**src/rtl/core/fijb_ram.sv**
```systemverilog
`default_nettype none
// ----------------------------------------------------------------------------
// Generic single-port-write RAM
// One write port and one read port, read data registered.
// ----------------------------------------------------------------------------
module fijb_ram #(
    parameter int WIDTH = 8,
    parameter int DEPTH = 16
) (
    input  wire logic                     i_clk,
    input  wire logic                     i_we,
    input  wire logic [$clog2(DEPTH)-1:0] i_waddr,
    input  wire logic [WIDTH-1:0]         i_wdata,
    input  wire logic [$clog2(DEPTH)-1:0] i_raddr,
    output logic      [WIDTH-1:0]         o_rdata
);

    logic [WIDTH-1:0] r_mem [DEPTH];

    always_ff @(posedge i_clk) begin
        if (i_we) begin
            r_mem[i_waddr] <= i_wdata;
        end
        o_rdata <= r_mem[i_raddr];
    end

endmodule
`default_nettype wire

```
**config.mk**
```make
export PLATFORM = sky130hd
export DESIGN_NAME = fijb_ram
export DESIGN_NICKNAME = d
export VERILOG_FILES = /design/src/rtl/core/fijb_ram.sv
export SDC_FILE = /design/constraint.sdc
export NUM_CORES = 1
export LEC_CHECK = 0
export BUFFER_PORTS_ARGS = -buffer_cell sky130_fd_sc_hd__buf_2
export CORE_MARGIN = 3
export CORE_UTILIZATION = 50
export CTS_BUF_LIST = sky130_fd_sc_hd__clkbuf_8
export DETAILED_ROUTE_END_ITERATION = 16
export GPL_TIMING_DRIVEN = 1
export PLACE_DENSITY = 0.7
export SYNTH_ARGS = -nofsm -noshare
export SYNTH_HDL_FRONTEND = slang
export SYNTH_SLANG_ARGS = --single-unit
export TNS_END_PERCENT = 10
```
**constraint.sdc**
```tcl
create_clock -name i_clk -period 1.7 [get_ports i_clk]
set_input_delay 0.085 -clock i_clk [delete_from_list [all_inputs] [get_ports i_clk]]
set_output_delay 0.085 -clock i_clk [all_outputs]
set_load 0.01 [all_outputs]
```
==> results_dict.tcl <==
set metrics [dict create \
    fp.dieH_um 107.5 \
    power.internal_mw 5.507 \
    synthXorXnorAreaFrac_pct 0 \
    start_kind "flop" \
    swShare_pct 20.62 \
    p_leak_nw 2.029 \
    fin_ws_ns 0.3619 \
    synthAdderAreaFrac_pct 0 \
    area_delta_synth_final_pct 16.21 \
    worst-slew-pin-transition_ns 0.3943 \
    path_class "reg2reg" \
    vias_per_cell 5.577 \
    comb_power_share_pct 5.1 \
    clkPwrFrac_pct 40.6 \
    cts_resized 0 \
    ys_types 19 \
    required_ns 2.00 \
    worst-path-stages 3 \
    track_usage_pct 17.45 \
    powerDensity_nw_per_um2 1160 \
    root_buffer "clkbuf_8" \
    power_frac_seq_pct 54.3 \
    cts_tree "built" \
    layout.nets 302 \
    seq_area_frac_synth_pct 77.78 \
    dpl_worst_slack_ns 0.1970 \
    boundaryPins 26 \
    crit_family "multiplexers" \
    synth_seq_cells 136 \
    slowest_stage "mux4_1" \
    fin_skew_ns 0.009959 \
    die-area_sq_um 11550 \
    synth_largest_area_cell "edfxtp_1" \
    status "complete, no violations" \
    hp-class "in2reg" \
    synth_compound_area_share_pct 2.333 \
    dr_total_vias 2398 \
    post_synth.cell_area_avg_sq_um 22.48 \
    slowest_delay_ns 0.50 \
    relSlewSlack_pct 73.72 \
    grt.overflow.total 0 \
    p_switching_mw 1.431 \
    cts.clk_slew.worst_paths_ns 0.08 \
    path_buf_inv 0 \
    synth_cells 229 \
    end_kind "flop" \
    clockBufferDepth 2 \
    r2r_cells 3 \
    fmax_ghz 0.7473 \
    setup_viol_count_final 0 \
    routedWlPerCell_um 21.43 \
    crit_chain "mux4_1 -> a22oi_1 -> nand2_1" \
    synth_mux_area_share_pct 15.02 \
    drcViolationCount 0 \
    cts_hold_buffers 0 \
    cts_setup_buffers 0 \
    dp.cells 398 \
    drive_gt1_share_pct 32.32 \
    maxCapViolations 0 \
    initial_core_util_pct 51.94 \
    grt_antenna_before_repair 0 \
    gp_congestion 0.7107 \
    syn_area_sq_um 5147 \
    min_period_ns 1.338 \
    yosys_warnings 0 \
    setup_tns_ns 0 \
    hold_ws_ns 0.04422 \
    synth_top_area_share_pct 74.67 \
    p_total_mw 6.938 \
    wirelength_um 9214 \
    die_x_um 107.5 \
    peakVddDrop_mv 0.5890 \
    final.period_utilization_pct 78.71 \
    first_pass_iters 4 \
    grt_pass1_vias 2544 \
    cts_buffers 17 \
    rows 36 \
    diodes 0 \
    arrival_ns 1.63 \
    cts.sinks 136 \
    synth-simple-area-share_pct 3.184 \
    min_path_cells 1 \
    synth_top_family_by_area "multiplexers" \
    ys_top_cells_by_area "edfxtp_1 75%, mux4_2 7.9%, mux4_1 7.1%" \
    grt_max_degree 33 \
    grt_pass1_wl_um 14480 \
    clk_latency_ns 0.41 \
    htreeDepth 4 \
    maxSlewViolCount 0 \
    postRouteAntennaNets 0 \
    core_region_area_sq_um 9910 \
    hold_viol 0 \
    layout_commonest_cell "edfxtp_1" \
    rsz0062_at_grt "no" \
    finalNonFillerCells 430 \
    fillers 717 \
    final_cell_mix "128 x edfxtp_1, 25 x buf_2, 18 x mux4_2, 18 x buf_4, 17 x clkbuf_8" \
    portBuffers 25 \
    first_iter_violations 255 \
    synth_nets 247 \
    path_max_fanout 1 \
    dpl.hpwl_um 6018 \
]
## cell families (layout without fill, tap and decap cells)
family,count (synthesis),in the layout
AO/OA/AOI/OAI,16,16
buffers and inverters,10,78
flip-flops,136,136
multiplexers,32,32
AND/OR/NAND/NOR,35,35
## per-stage QoR
| step | utilization (%) | instance area, sq um |
|---|---|---|
| 4_1_cts | 60.37 | 5982 |
| 6_report | 60.37 | 5982 |
| 5_1_grt | 60.37 | 5982 |
| 2_1_floorplan | - | 5147 |
| 3_3_place_gp | 55.98 | 5548 |
| 3_5_place_dp | 55.98 | 5548 |
## state kept, by name, summed over array words and instances, names as in the netlist
signal	cells
r_mem	128
o_rdata	8
## final cells by class
| cell class | count | area [sq um] | area share [%] |
|---|---|---|---|
| well taps | 133 | 166.4 | 2.782 |
| repair buffers | 46 | 320.3 | 5.355 |
| clock buffers | 17 | 234.0 | 3.911 |
| clock inverters | 15 | 200.2 | 3.347 |
| multi-input cells | 83 | 1057 | 17.67 |
| flip-flops and latches | 136 | 4004 | 66.93 |
## synthesized netlist by cell type
cell type	count
clkdlybuf4s25_2	3
nor2_1	13
buf_4	1
buf_2	3
dfxtp_1	8
or3b_2	1
buf_6	3
a22oi_1	16
nor3_1	4
nand3_1	1
and2b_1	1
edfxtp_1	128
nor2b_1	1
nand2_1	9
mux4_2	18
mux4_1	14
nand2b_1	2
nand3b_1	2
and2_1	1
## routing by layer
layer / track usage [%] / up-vias / routed length (um)
li1: - / 1079 / -
met1: 25.29 / 1240 / 3944
met2: 27.35 / 77 / 4635
met3: 4.439 / 2 / 612
met4: 3.787 / 0 / 22
met5: 0 / - / 0
## power by group through the flow
stage / clock (mW) / combinational (mW) / sequential, mW
after floorplan: 0 / 0.190 / 3.84
after global placement: 0 / 0.351 / 3.84
after detailed placement: 0 / 0.358 / 3.84
after CTS: 2.86 / 0.360 / 3.77
after global routing: 3.04 / 0.383 / 3.77
final: 2.82 / 0.351 / 3.77
## final timing paths
check                             startpoint            to  slack (ns)
worst max-delay path             r_mem[1][5]    o_rdata[5]        0.36
worst min-delay path              i_wdata[1]  r_mem[14][1]        0.04
worst max register to register   r_mem[1][5]    o_rdata[5]        0.36
worst min register to register  r_mem[12][6]    o_rdata[6]        0.68
Note: power is estimated with default switching activity, not from simulation.
