==> src/rtl/core/fijb_pkg.sv <==
`default_nettype none
// ----------------------------------------------------------------------------
// Frame input jitter buffer package
// Shared constants, result codes, slot layout and scan handshake types.
// ----------------------------------------------------------------------------
package fijb_pkg;

    // Ring depth is a power of two so the slot index is the low frame bits.
    localparam int SLOT_W   = 6;
    localparam int CAPACITY = 2 ** SLOT_W;

    localparam logic [31:0] CAP_32    = 32'(CAPACITY);
    localparam logic [31:0] CAP_M1_32 = 32'(CAPACITY - 1);

    localparam logic [3:0] PAYLOAD_BYTES_RST = 4'd8;

    localparam logic OP_STORE  = 1'b0;
    localparam logic OP_SELECT = 1'b1;

    localparam logic [2:0] KIND_STORED   = 3'd0;
    localparam logic [2:0] KIND_REJECTED = 3'd1;
    localparam logic [2:0] KIND_FRESH    = 3'd2;
    localparam logic [2:0] KIND_REUSED   = 3'd3;
    localparam logic [2:0] KIND_NONE     = 3'd4;

    typedef struct packed {
        logic [31:0] tag;
        logic [3:0]  len;
        logic [63:0] data;
    } t_slot;

    typedef struct packed {
        logic        go;
        logic [31:0] due;
        logic [31:0] start;
    } t_scan_req;

    typedef struct packed {
        logic        done;
        logic        found;
        logic [31:0] frame;
        logic [63:0] data;
        logic [3:0]  len;
    } t_scan_res;

    // Keep the low n bytes; n of 8 or more keeps all of them.
    function automatic logic [63:0] byte_mask(input logic [3:0] n);
        logic [63:0] m;
        for (int b = 0; b < 8; b++) begin
            m[b*8 +: 8] = (4'(b) < n) ? 8'hFF : 8'h00;
        end
        return m;
    endfunction

endpackage
`default_nettype wire

==> src/rtl/core/fijb_scan.sv <==
`default_nettype none
// ----------------------------------------------------------------------------
// Frame input jitter buffer slot scanner
// Walks frames from the due frame down to the window start, one slot read a
// cycle, and checks each returned slot in one shared tag/length comparator.
// ----------------------------------------------------------------------------
module fijb_scan (
    input  wire logic                      i_clk,
    input  wire logic                      i_rst_n,
    input  wire fijb_pkg::t_scan_req       i_req,
    input  wire logic [3:0]                i_payload_bytes,
    input  wire fijb_pkg::t_slot           i_rd_slot,
    input  wire logic                      i_rd_valid,
    output logic [fijb_pkg::SLOT_W-1:0]    o_rd_addr,
    output fijb_pkg::t_scan_res            o_res
);
    import fijb_pkg::*;

    logic        r_issue;
    logic        r_cmp_vld;
    logic [31:0] r_cur;
    logic [31:0] r_start;
    logic [31:0] r_cmp_frame;
    logic        hit;

    assign o_rd_addr = r_cur[SLOT_W-1:0];

    // Shared comparator: slot returned for the frame issued last cycle.
    always_comb begin
        hit = r_cmp_vld && i_rd_valid && (i_rd_slot.tag == r_cmp_frame)
              && (i_rd_slot.len == i_payload_bytes);
        o_res.done  = r_cmp_vld && (hit || !r_issue);
        o_res.found = hit;
        o_res.frame = r_cmp_frame;
        o_res.data  = i_rd_slot.data;
        o_res.len   = i_rd_slot.len;
    end

    always_ff @(posedge i_clk) begin
        if (!i_rst_n) begin
            r_issue   <= 1'b0;
            r_cmp_vld <= 1'b0;
        end else if (i_req.go) begin
            r_issue   <= 1'b1;
            r_cmp_vld <= 1'b0;
            r_cur     <= i_req.due;
            r_start   <= i_req.start;
        end else if (o_res.done) begin
            r_issue   <= 1'b0;
            r_cmp_vld <= 1'b0;
        end else begin
            r_cmp_vld <= r_issue;
            if (r_issue) begin
                r_cmp_frame <= r_cur;
                if (r_cur == r_start) begin
                    r_issue <= 1'b0;
                end else begin
                    r_cur <= r_cur - 32'd1;
                end
            end
        end
    end

endmodule
`default_nettype wire

==> config.mk <==
export PLATFORM = sky130hd
export DESIGN_NAME = fijb_scan
export DESIGN_NICKNAME = d
export VERILOG_FILES = /design/src/rtl/core/fijb_pkg.sv /design/src/rtl/core/fijb_scan.sv
export SDC_FILE = /design/constraint.sdc
export NUM_CORES = 1
export LEC_CHECK = 0
export BUFFER_PORTS_ARGS = -buffer_cell sky130_fd_sc_hd__buf_2
export CAP_MARGIN = 20
export CORE_MARGIN = 2
export CORE_UTILIZATION = 33
export DETAILED_ROUTE_END_ITERATION = 16
export HOLD_SLACK_MARGIN = 0.1
export PLACE_DENSITY = 0.62
export SYNTH_ARGS = -nofsm -noshare
export SYNTH_HDL_FRONTEND = slang
export SYNTH_SLANG_ARGS = --single-unit
==> constraint.sdc <==
create_clock -name i_clk -period 4.3 [get_ports i_clk]
set_input_delay 0.215 -clock i_clk [delete_from_list [all_inputs] [get_ports i_clk]]
set_output_delay 0.215 -clock i_clk [all_outputs]
set_load 0.03 [all_outputs]
==> results_dict.tcl, run 1 <==
set metrics [dict create \
    fp.dieArea_um2 17500 \
    peakVddDrop_uv 162 \
    setup_slack_ns 1.53 \
    diodes 0 \
    grt.total_usage 0.209 \
    drt-initial-drc-count 200 \
    most-common-layout-cells "151 x buf_2, 96 x edfxtp_1, 56 x xnor2_1" \
    antenna_found_initial 0 \
    viasPerCell 4.77 \
    min_period_over_period 0.645 \
    worstMarginPinSlew_ns 0.931 \
    tritoncts "yes" \
    syn_to_final_growth_pct 18.6 \
    worst-setup-path-type "reg2reg" \
    ys_ff_latch 98 \
    syn-mean-instance-area_um2 11.8 \
    fmax_mhz 361 \
    required_ns 4.38 \
    grt_use_met2 0.394 \
    p_per_area_nw_per_um2 351 \
    fin_crit_ns 2.77 \
    drv_slew 0 \
    slew_headroom 0.379 \
    h-tree-depth 3 \
    yosysWarnings 0 \
    die_h_um 132 \
    hp-class "in2reg" \
    synth_top_family_by_area "XOR/XNOR gates" \
    hold_viol 0 \
    vias 3772 \
    initial_core_util 0.339 \
    critical_path.max_fanout 19 \
    synth.area.top_cells "edfxtp_1 53%, buf_4 11%, xnor2_1 9.0%, xor2_1 6.0%, nor4_1 3.3%" \
    synth_compound_area_frac 0.0385 \
    synthAdderAreaFrac 0.00231 \
    gr-total-overflow 0 \
    syn_area_um2 5430 \
    grt_pass1_vias 3965 \
    synth_largest_area_cell "edfxtp_1" \
    cp_data_arrival_time_ns 2.85 \
    ioPinCount 280 \
    synth_seq_area_share 0.539 \
    cts_root_buffer "clkbuf_16" \
    async_flop_share 0 \
    num_rows 46 \
    fin_setup_tns_ns 0 \
    drive_gt1_frac 0.318 \
    p_leak_nw 2.35 \
    cts_made_buffers 9 \
    die_width_um 132 \
    grt_max_degree 52 \
    clock_latency_ns 0.34 \
    wire_per_inst_um 23.4 \
    final_common_cell "buf_2" \
    core_um2 16000 \
    synthMuxAreaShare 0.00185 \
    synthesis.nets 632 \
    synth_xor_xnor_area_share 0.150 \
    final-setup-viol-count 0 \
    dpl.hpwl_mm 15.4 \
    fin_worst_skew_ns 0.00855 \
    cts_sinks 98 \
    synth-simple-area-share 0.146 \
    synth_top_area_share 0.531 \
    grtUsageMet3 0.0765 \
    path_clk_slew_ns 0.07 \
    wirelength_mm 18.5 \
    drt_drc_violations_left 0 \
    worstSetupEndpointType "flip-flop" \
    grt.met1_usage 0.214 \
    rsz0062_at_grt "no" \
    gr-max-usage-layer "met2" \
    start_kind "flip-flop" \
    port_buffers 151 \
    gp_congestion 0.909 \
    cap_violations 0 \
    cts_buffer_depth 2 \
    synth_cells 459 \
    nets 743 \
    yosys_most_used_dff "edfxtp_1" \
    synth_edf_count 96 \
    place_ws_ns 1.57 \
    outcome "finished, final reports clean" \
    postRouteAntennaNets 0 \
    grt_pass1_wl_mm 26.6 \
    first_pass_iters 4 \
    yosysUniqueCellTypes 38 \
]
-- registers in the layout, indices dropped and copies added (netlist names) --
register / cells
r_start: 32
r_cmp_frame: 32
r_cmp_vld: 1
r_cur: 32
r_issue: 1
-- metrics by stage --
stage / power [mW] / area (um2) / hold slack (ns) / cells / util
after floorplan: 1.50 / 5430 / 0.314 / 459 / -
after CTS: 2.28 / 6440 / 0.141 / 791 / 0.402
after global placement: 1.53 / 5850 / 0.393 / 743 / 0.365
final: 2.26 / 6440 / 0.148 / 791 / 0.402
after global routing: 2.36 / 6440 / 0.161 / 791 / 0.402
after detailed placement: 1.53 / 5850 / 0.393 / 743 / 0.365
-- per-layer routing --
metal,wire (um),share of wire,vias up
li1,-,-,1783
met1,6320,0.34,1755
met2,9990,0.54,214
met3,1830,0.099,20
met4,347,0.019,0
met5,0,0,-
-- cells in the mapped netlist (2+ instances only) --
cell / instances
edfxtp_1: 96
buf_4: 77
xnor2_1: 56
nand2_1: 39
xor2_1: 37
nor4_1: 29
o21ai_1: 16
o21ai_0: 14
nand4_1: 13
nor3_1: 12
nor2_1: 9
clkbuf_1: 7
nor2b_1: 7
inv_1: 6
or2_2: 5
nor4_4: 4
or3_1: 3
a41o_1: 2
and2_1: 2
dfxtp_1: 2
nand2b_1: 2
nand3_1: 2
nor3b_1: 2
or3_2: 2
or4_1: 2
-- power by group --
part	switching (mW)	internal, mW	total [mW]
Clock	0.343	0.390	0.733
Combinational	0.175	0.147	0.322
Sequential	0.0760	1.13	1.20
Total	0.593	1.67	2.26
-- critical path, cell delays in order, from the launching register on --
cell and delay (ns):
edfxtp_1 0.48, or3_4 0.44, or4_1 0.84, nor4_1 0.49, xnor2_1 0.18, o21ai_1 0.07
-- final cells by class --
cell class / count / area, um2
inverters: 6 / 22.5
fillers: 1618 / 9560
multi-input cells: 268 / 1840
repair buffers: 187 / 1110
flip-flops and latches: 98 / 2920
clock inverters: 7 / 45.0
well taps: 216 / 270
clock buffers: 9 / 225
-- timing repair --
item | 4_1_cts | 5_1_grt
gates resized for setup | 0 | 0
endpoints found under the hold margin | 32 | 0
buffers inserted | 0 | 0
hold buffers | 32 | 0
-- path summary, 6_finish.rpt --
check | slack, ns | endpoint | start | cells past startpoint
worst min register to register | 0.57 | r_cmp_frame[9] | r_cur[9] | 0
worst max-delay path | 1.53 | r_cur[29] | r_cur[8] | 5
worst min-delay path | 0.15 | r_cur[12] | i_req[44] | 3
worst max register to register | 1.53 | r_cur[29] | r_cur[8] | 5
-- logic make-up (layout without fill, tap and decap cells) --
logic type,count (synthesis),in the layout
adders and majority gates,1,1
buffers and inverters,93,209
DFF,98,98
and+or+nand+nor,136,136
xor gates and xnor gates,93,93
AOI/OAI and AO/OA,37,37
muxes,1,1
Power figures use the tool's default switching activity.
==> run 2, diff against run 1 <==
- PLACE_DENSITY: 0.62 -> 0.65
- clock period: 4.3 -> 2.4 ns (I/O delays scaled with it)
==> results_dict.tcl, run 2 (synthesis gave the netlist of run 1 again) <==
set metrics [dict create \
    outcome "finished with violations" \
    violations "negative setup slack" \
    place_ws_ns 0.0108 \
    r2r_slack_ns 0.09 \
    first_pass_iters 4 \
    port_buffers 151 \
    rr_startpoint "r_cur[8]" \
    finalNonFillerCells 856 \
    gp_congestion 0.845 \
    holdPathStages 3 \
    ioPinCount 280 \
    drv_slew 0 \
    grt_max_degree 35 \
    dpl.hpwl_mm 15.8 \
    grt.total_usage 0.219 \
    drt_drc_violations_left 0 \
    p_leak_nw 2.68 \
    grt_pass1_vias 4217 \
    viasPerCell 4.80 \
    antenna_found_initial 0 \
    worstSetupEndpointType "primary output" \
    p_per_area_nw_per_um2 581 \
    worst-setup-path-type "reg2out" \
    fp.dieArea_um2 17500 \
    cp_data_arrival_time_ns 2.30 \
    fmax_mhz 414 \
    required_ns 2.28 \
    fin_worst_skew_ns 0.0112 \
    drt-initial-drc-count 164 \
    die_h_um 132 \
    cts_root_buffer "clkbuf_16" \
    cap_violations 0 \
    tritoncts "yes" \
    min_period_over_period 1.01 \
    h-tree-depth 3 \
    top_regs "r_cmp_frame: 32 flops, r_cur: 32 flops, r_start: 32 flops" \
    grt_pass1_wl_mm 27.8 \
    slew_headroom 0.701 \
    final_common_cell "buf_2" \
    hp-class "in2reg" \
    rsz0062_at_grt "yes" \
    wirelength_mm 19.5 \
    most-common-layout-cells "150 x buf_2, 96 x edfxtp_1, 61 x dlygate4sd3_1" \
    hp-start "i_req[37]" \
    diodes 0 \
    clock_latency_ns 0.35 \
    cts_sinks 98 \
    syn_to_final_growth_pct 31.9 \
    cts_buffer_depth 2 \
    gr-total-overflow 0 \
    path_clk_slew_ns 0.07 \
    critical_path.max_fanout 3 \
    nets 808 \
    initial_core_util 0.339 \
    cts_made_buffers 9 \
    worstMarginPinSlew_ns 0.445 \
    final-setup-viol-count 1 \
    peakVddDrop_uv 258 \
    setup_slack_ns -0.0160 \
    wire_per_inst_um 22.8 \
    num_rows 46 \
    dp.cells 770 \
    hold_viol 0 \
    drive_gt1_frac 0.355 \
    r2r-end "r_cur[31]" \
    start_kind "flip-flop" \
    fin_crit_ns 2.42 \
    hold_end "r_cur[5]" \
    postRouteAntennaNets 0 \
    reg2regPathDepth 6 \
    die_width_um 132 \
    core_um2 16000 \
    vias 4108 \
]
[run 2: timing repair]
action	4_1_cts	5_1_grt
hold buffers	61	0
gates cloned	1	2
endpoints found under the hold margin	61	0
gates resized for setup	5	12
pin swaps	2	2
endpoints found under the setup margin	34	42
buffers inserted	2	4
[run 2: stage by stage]
step,utilization,hold slack [ns],instance area (um2),power [mW],setup TNS (ns)
6_report,0.447,0.104,7150,4.16,-0.0160
5_1_grt,0.447,0.114,7150,4.33,-0.110
4_1_cts,0.439,0.108,7030,4.17,-0.0182
3_5_place_dp,0.382,0.240,6110,2.79,0
3_3_place_gp,0.382,0.240,6110,2.78,0
2_1_floorplan,-,0.219,5460,2.69,0
[run 2: cell type report]
class	instances	area, um2
repair buffers	249	1690
well taps	216	270
clock buffers	12	236
clock inverters	4	18.8
flip-flops and latches	98	2920
inverters	6	22.5
multi-input cells	271	2000
fillers	1567	8850
[run 2: how the worst max path moves through the flow]
| stage | start | end | slack [ns] | cells after the start |
|---|---|---|---|---|
| final | r_cmp_frame[14] | o_res[101] | -0.02 | 7 |
| after detailed placement | r_cmp_frame[1] | r_cur[26] | 0.01 | 5 |
| after global routing | r_cmp_frame[31] | o_res[100] | -0.06 | 6 |
| after floorplan | r_cmp_frame[14] | r_cmp_frame[0] | 0.003 | 5 |
| after CTS | r_cmp_frame[5] | o_res[101] | -0.02 | 7 |
| after global placement | r_cmp_frame[1] | r_cur[12] | 0.03 | 5 |
[run 2: report_power, final]
part           leakage [nW]  switching [mW]  internal, mW
Combinational          1.64           0.375         0.353
Sequential            0.922           0.109          2.02
Clock                 0.119           0.608         0.694
[run 2: routing by layer]
metal | track usage | vias up | routed length, um
met3 | 0.0838 | 24 | 1960
met1 | 0.239 | 1934 | 7010
met2 | 0.389 | 218 | 10000
met5 | 0.00833 | - | 0
li1 | - | 1932 | -
met4 | 0.0759 | 0 | 482
[run 2: critical path, stage by stage (launching register included)]
cell,delay [ns]
edfxtp_1,0.41
xor2_1,0.20
nor4_1,0.33
nand4_1,0.19
o41ai_2,0.37
buf_4,0.17
and2_4,0.16
buf_6,0.13
==> run 3, diff against run 2 <==
- PLACE_DENSITY: 0.65 -> 0.62
- clock period: 2.4 -> 3.09 ns (I/O delays scaled with it)
==> results_dict.tcl, run 3 (synthesis gave the netlist of run 1 again) <==
set metrics [dict create \
    outcome "finished, final reports clean" \
    holdPathStages 3 \
    fin_crit_ns 2.76 \
    fin_setup_tns_ns 0 \
    cts_sinks 98 \
    diodes 0 \
    regArea_um2 2920 \
    dpl.hpwl_mm 15.4 \
    path_buf_inv 1 \
    hp-class "in2reg" \
    wire_per_inst_um 23.1 \
    cts.repair.resized 0 \
    num_rows 46 \
    slowest_stage "a2111oi_0" \
    top_regs "r_cmp_frame: 32 flops, r_cur: 32 flops, r_start: 32 flops" \
    core_um2 16000 \
    worstMarginPinSlew_ns 0.622 \
    fillers 1575 \
    clock_latency_ns 0.34 \
    worst-setup-path-type "reg2reg" \
    slew_headroom 0.574 \
    die_h_um 132 \
    drt_drc_violations_left 0 \
    gr-total-overflow 0 \
    drive_gt1_frac 0.320 \
    grt_pass1_wl_mm 27.0 \
    hold_end "r_cur[11]" \
    post_cts_buffers 0 \
    rr_startpoint "r_cmp_frame[1]" \
    path_cells "nor2b_1 -> a2111oi_0 -> nand4_1 -> or4_1 -> a41o_1 -> buf_4" \
    rsz0062_at_grt "no" \
    reg2regPathDepth 6 \
    wirelength_mm 18.6 \
    cts_hold_buf 40 \
    path_clk_slew_ns 0.07 \
    final-setup-viol-count 0 \
    cp_data_arrival_time_ns 2.81 \
    h-tree-depth 3 \
    antenna_found_initial 0 \
    ioPinCount 280 \
    syn_to_final_growth_pct 21.4 \
    power_mw 3.26 \
    final_common_cell "buf_2" \
    crit_start "r_cmp_frame[1]" \
    cts_made_buffers 9 \
    p_leak_nw 2.43 \
    gp_congestion 0.899 \
    fmax_mhz 362 \
    cts_buffer_depth 2 \
    min_period_over_period 0.894 \
    port_buffers 151 \
    drv_slew 0 \
    critical_path.max_fanout 32 \
    required_ns 3.14 \
    r2r-end "r_cur[28]" \
    tritoncts "yes" \
    cap_violations 0 \
    start_kind "flip-flop" \
    hold_viol 0 \
    viasPerCell 4.90 \
    first_pass_iters 8 \
    grt.total_usage 0.211 \
    worstSetupEndpointType "flip-flop" \
    fin_worst_skew_ns 0.00872 \
    die_width_um 132 \
    nets 756 \
    fp.dieArea_um2 17500 \
    hp-start "i_req[43]" \
    cp_top_family "simple AND/OR/NAND/NOR gates" \
    critical_path.max_stage_delay_ns 0.59 \
    vias 3942 \
    p_per_area_nw_per_um2 496 \
    peakVddDrop_uv 269 \
    postRouteAntennaNets 0 \
    most-common-layout-cells "151 x buf_2, 96 x edfxtp_1, 56 x xnor2_1" \
    multi_input_area_um2 1850 \
    grt_max_degree 61 \
    cts_root_buffer "clkbuf_16" \
    r2r_slack_ns 0.33 \
    grt_pass1_vias 4062 \
    initial_core_util 0.339 \
    drt-initial-drc-count 192 \
]
-- run 3: layer usage --
metal	vias up	global-route usage	routed length, um
met2	238	0.389	9830
li1	1815	-	-
met1	1865	0.222	6550
met3	24	0.0842	1870
met5	-	0	0
met4	0	0.0568	330
-- run 3: worst max path at each step --
stage | end | cells after the start
detailed placement | r_cur[27] | 6
finish | r_cur[28] | 6
global route | r_cur[28] | 6
global placement | r_cur[24] | 6
floorplan | r_cmp_frame[0] | 5
CTS | r_cur[28] | 6
-- run 3: final cells by class --
type | instances | share of cell area
Clock buffer | 10 | 0.0348
Inverter | 6 | 0.00342
Clock inverter | 6 | 0.0103
Tap cell | 216 | 0.0410
Multi-Input combinational cell | 268 | 0.281
Sequential cell | 98 | 0.444
Timing Repair Buffer | 200 | 0.186
-- run 3: where the power goes --
part | leakage [nW] | switching (mW) | internal (mW)
clock | 0.140 | 0.492 | 0.630
combinational | 1.37 | 0.252 | 0.215
sequential | 0.922 | 0.104 | 1.57
total | 2.43 | 0.848 | 2.42
-- run 3: worst register-to-register path, stage by stage, from the launching register on --
cell	delay, ns
edfxtp_1	0.42
nor2b_1	0.17
a2111oi_0	0.59
nand4_1	0.18
or4_1	0.58
a41o_1	0.25
buf_4	0.27
-- run 3: per-stage QoR --
| step | util | worst slack, ns | hold slack, ns | std cells | cell area, um2 |
|---|---|---|---|---|---|
| 2_1_floorplan | - | 0.274 | 0.253 | 459 | 5430 |
| 4_1_cts | 0.412 | 0.470 | 0.103 | 804 | 6590 |
| 3_5_place_dp | 0.368 | 0.494 | 0.309 | 748 | 5890 |
| 3_3_place_gp | 0.368 | 0.618 | 0.309 | 748 | 5890 |
| 6_report | 0.412 | 0.326 | 0.109 | 804 | 6590 |
| 5_1_grt | 0.412 | 0.200 | 0.110 | 804 | 6590 |
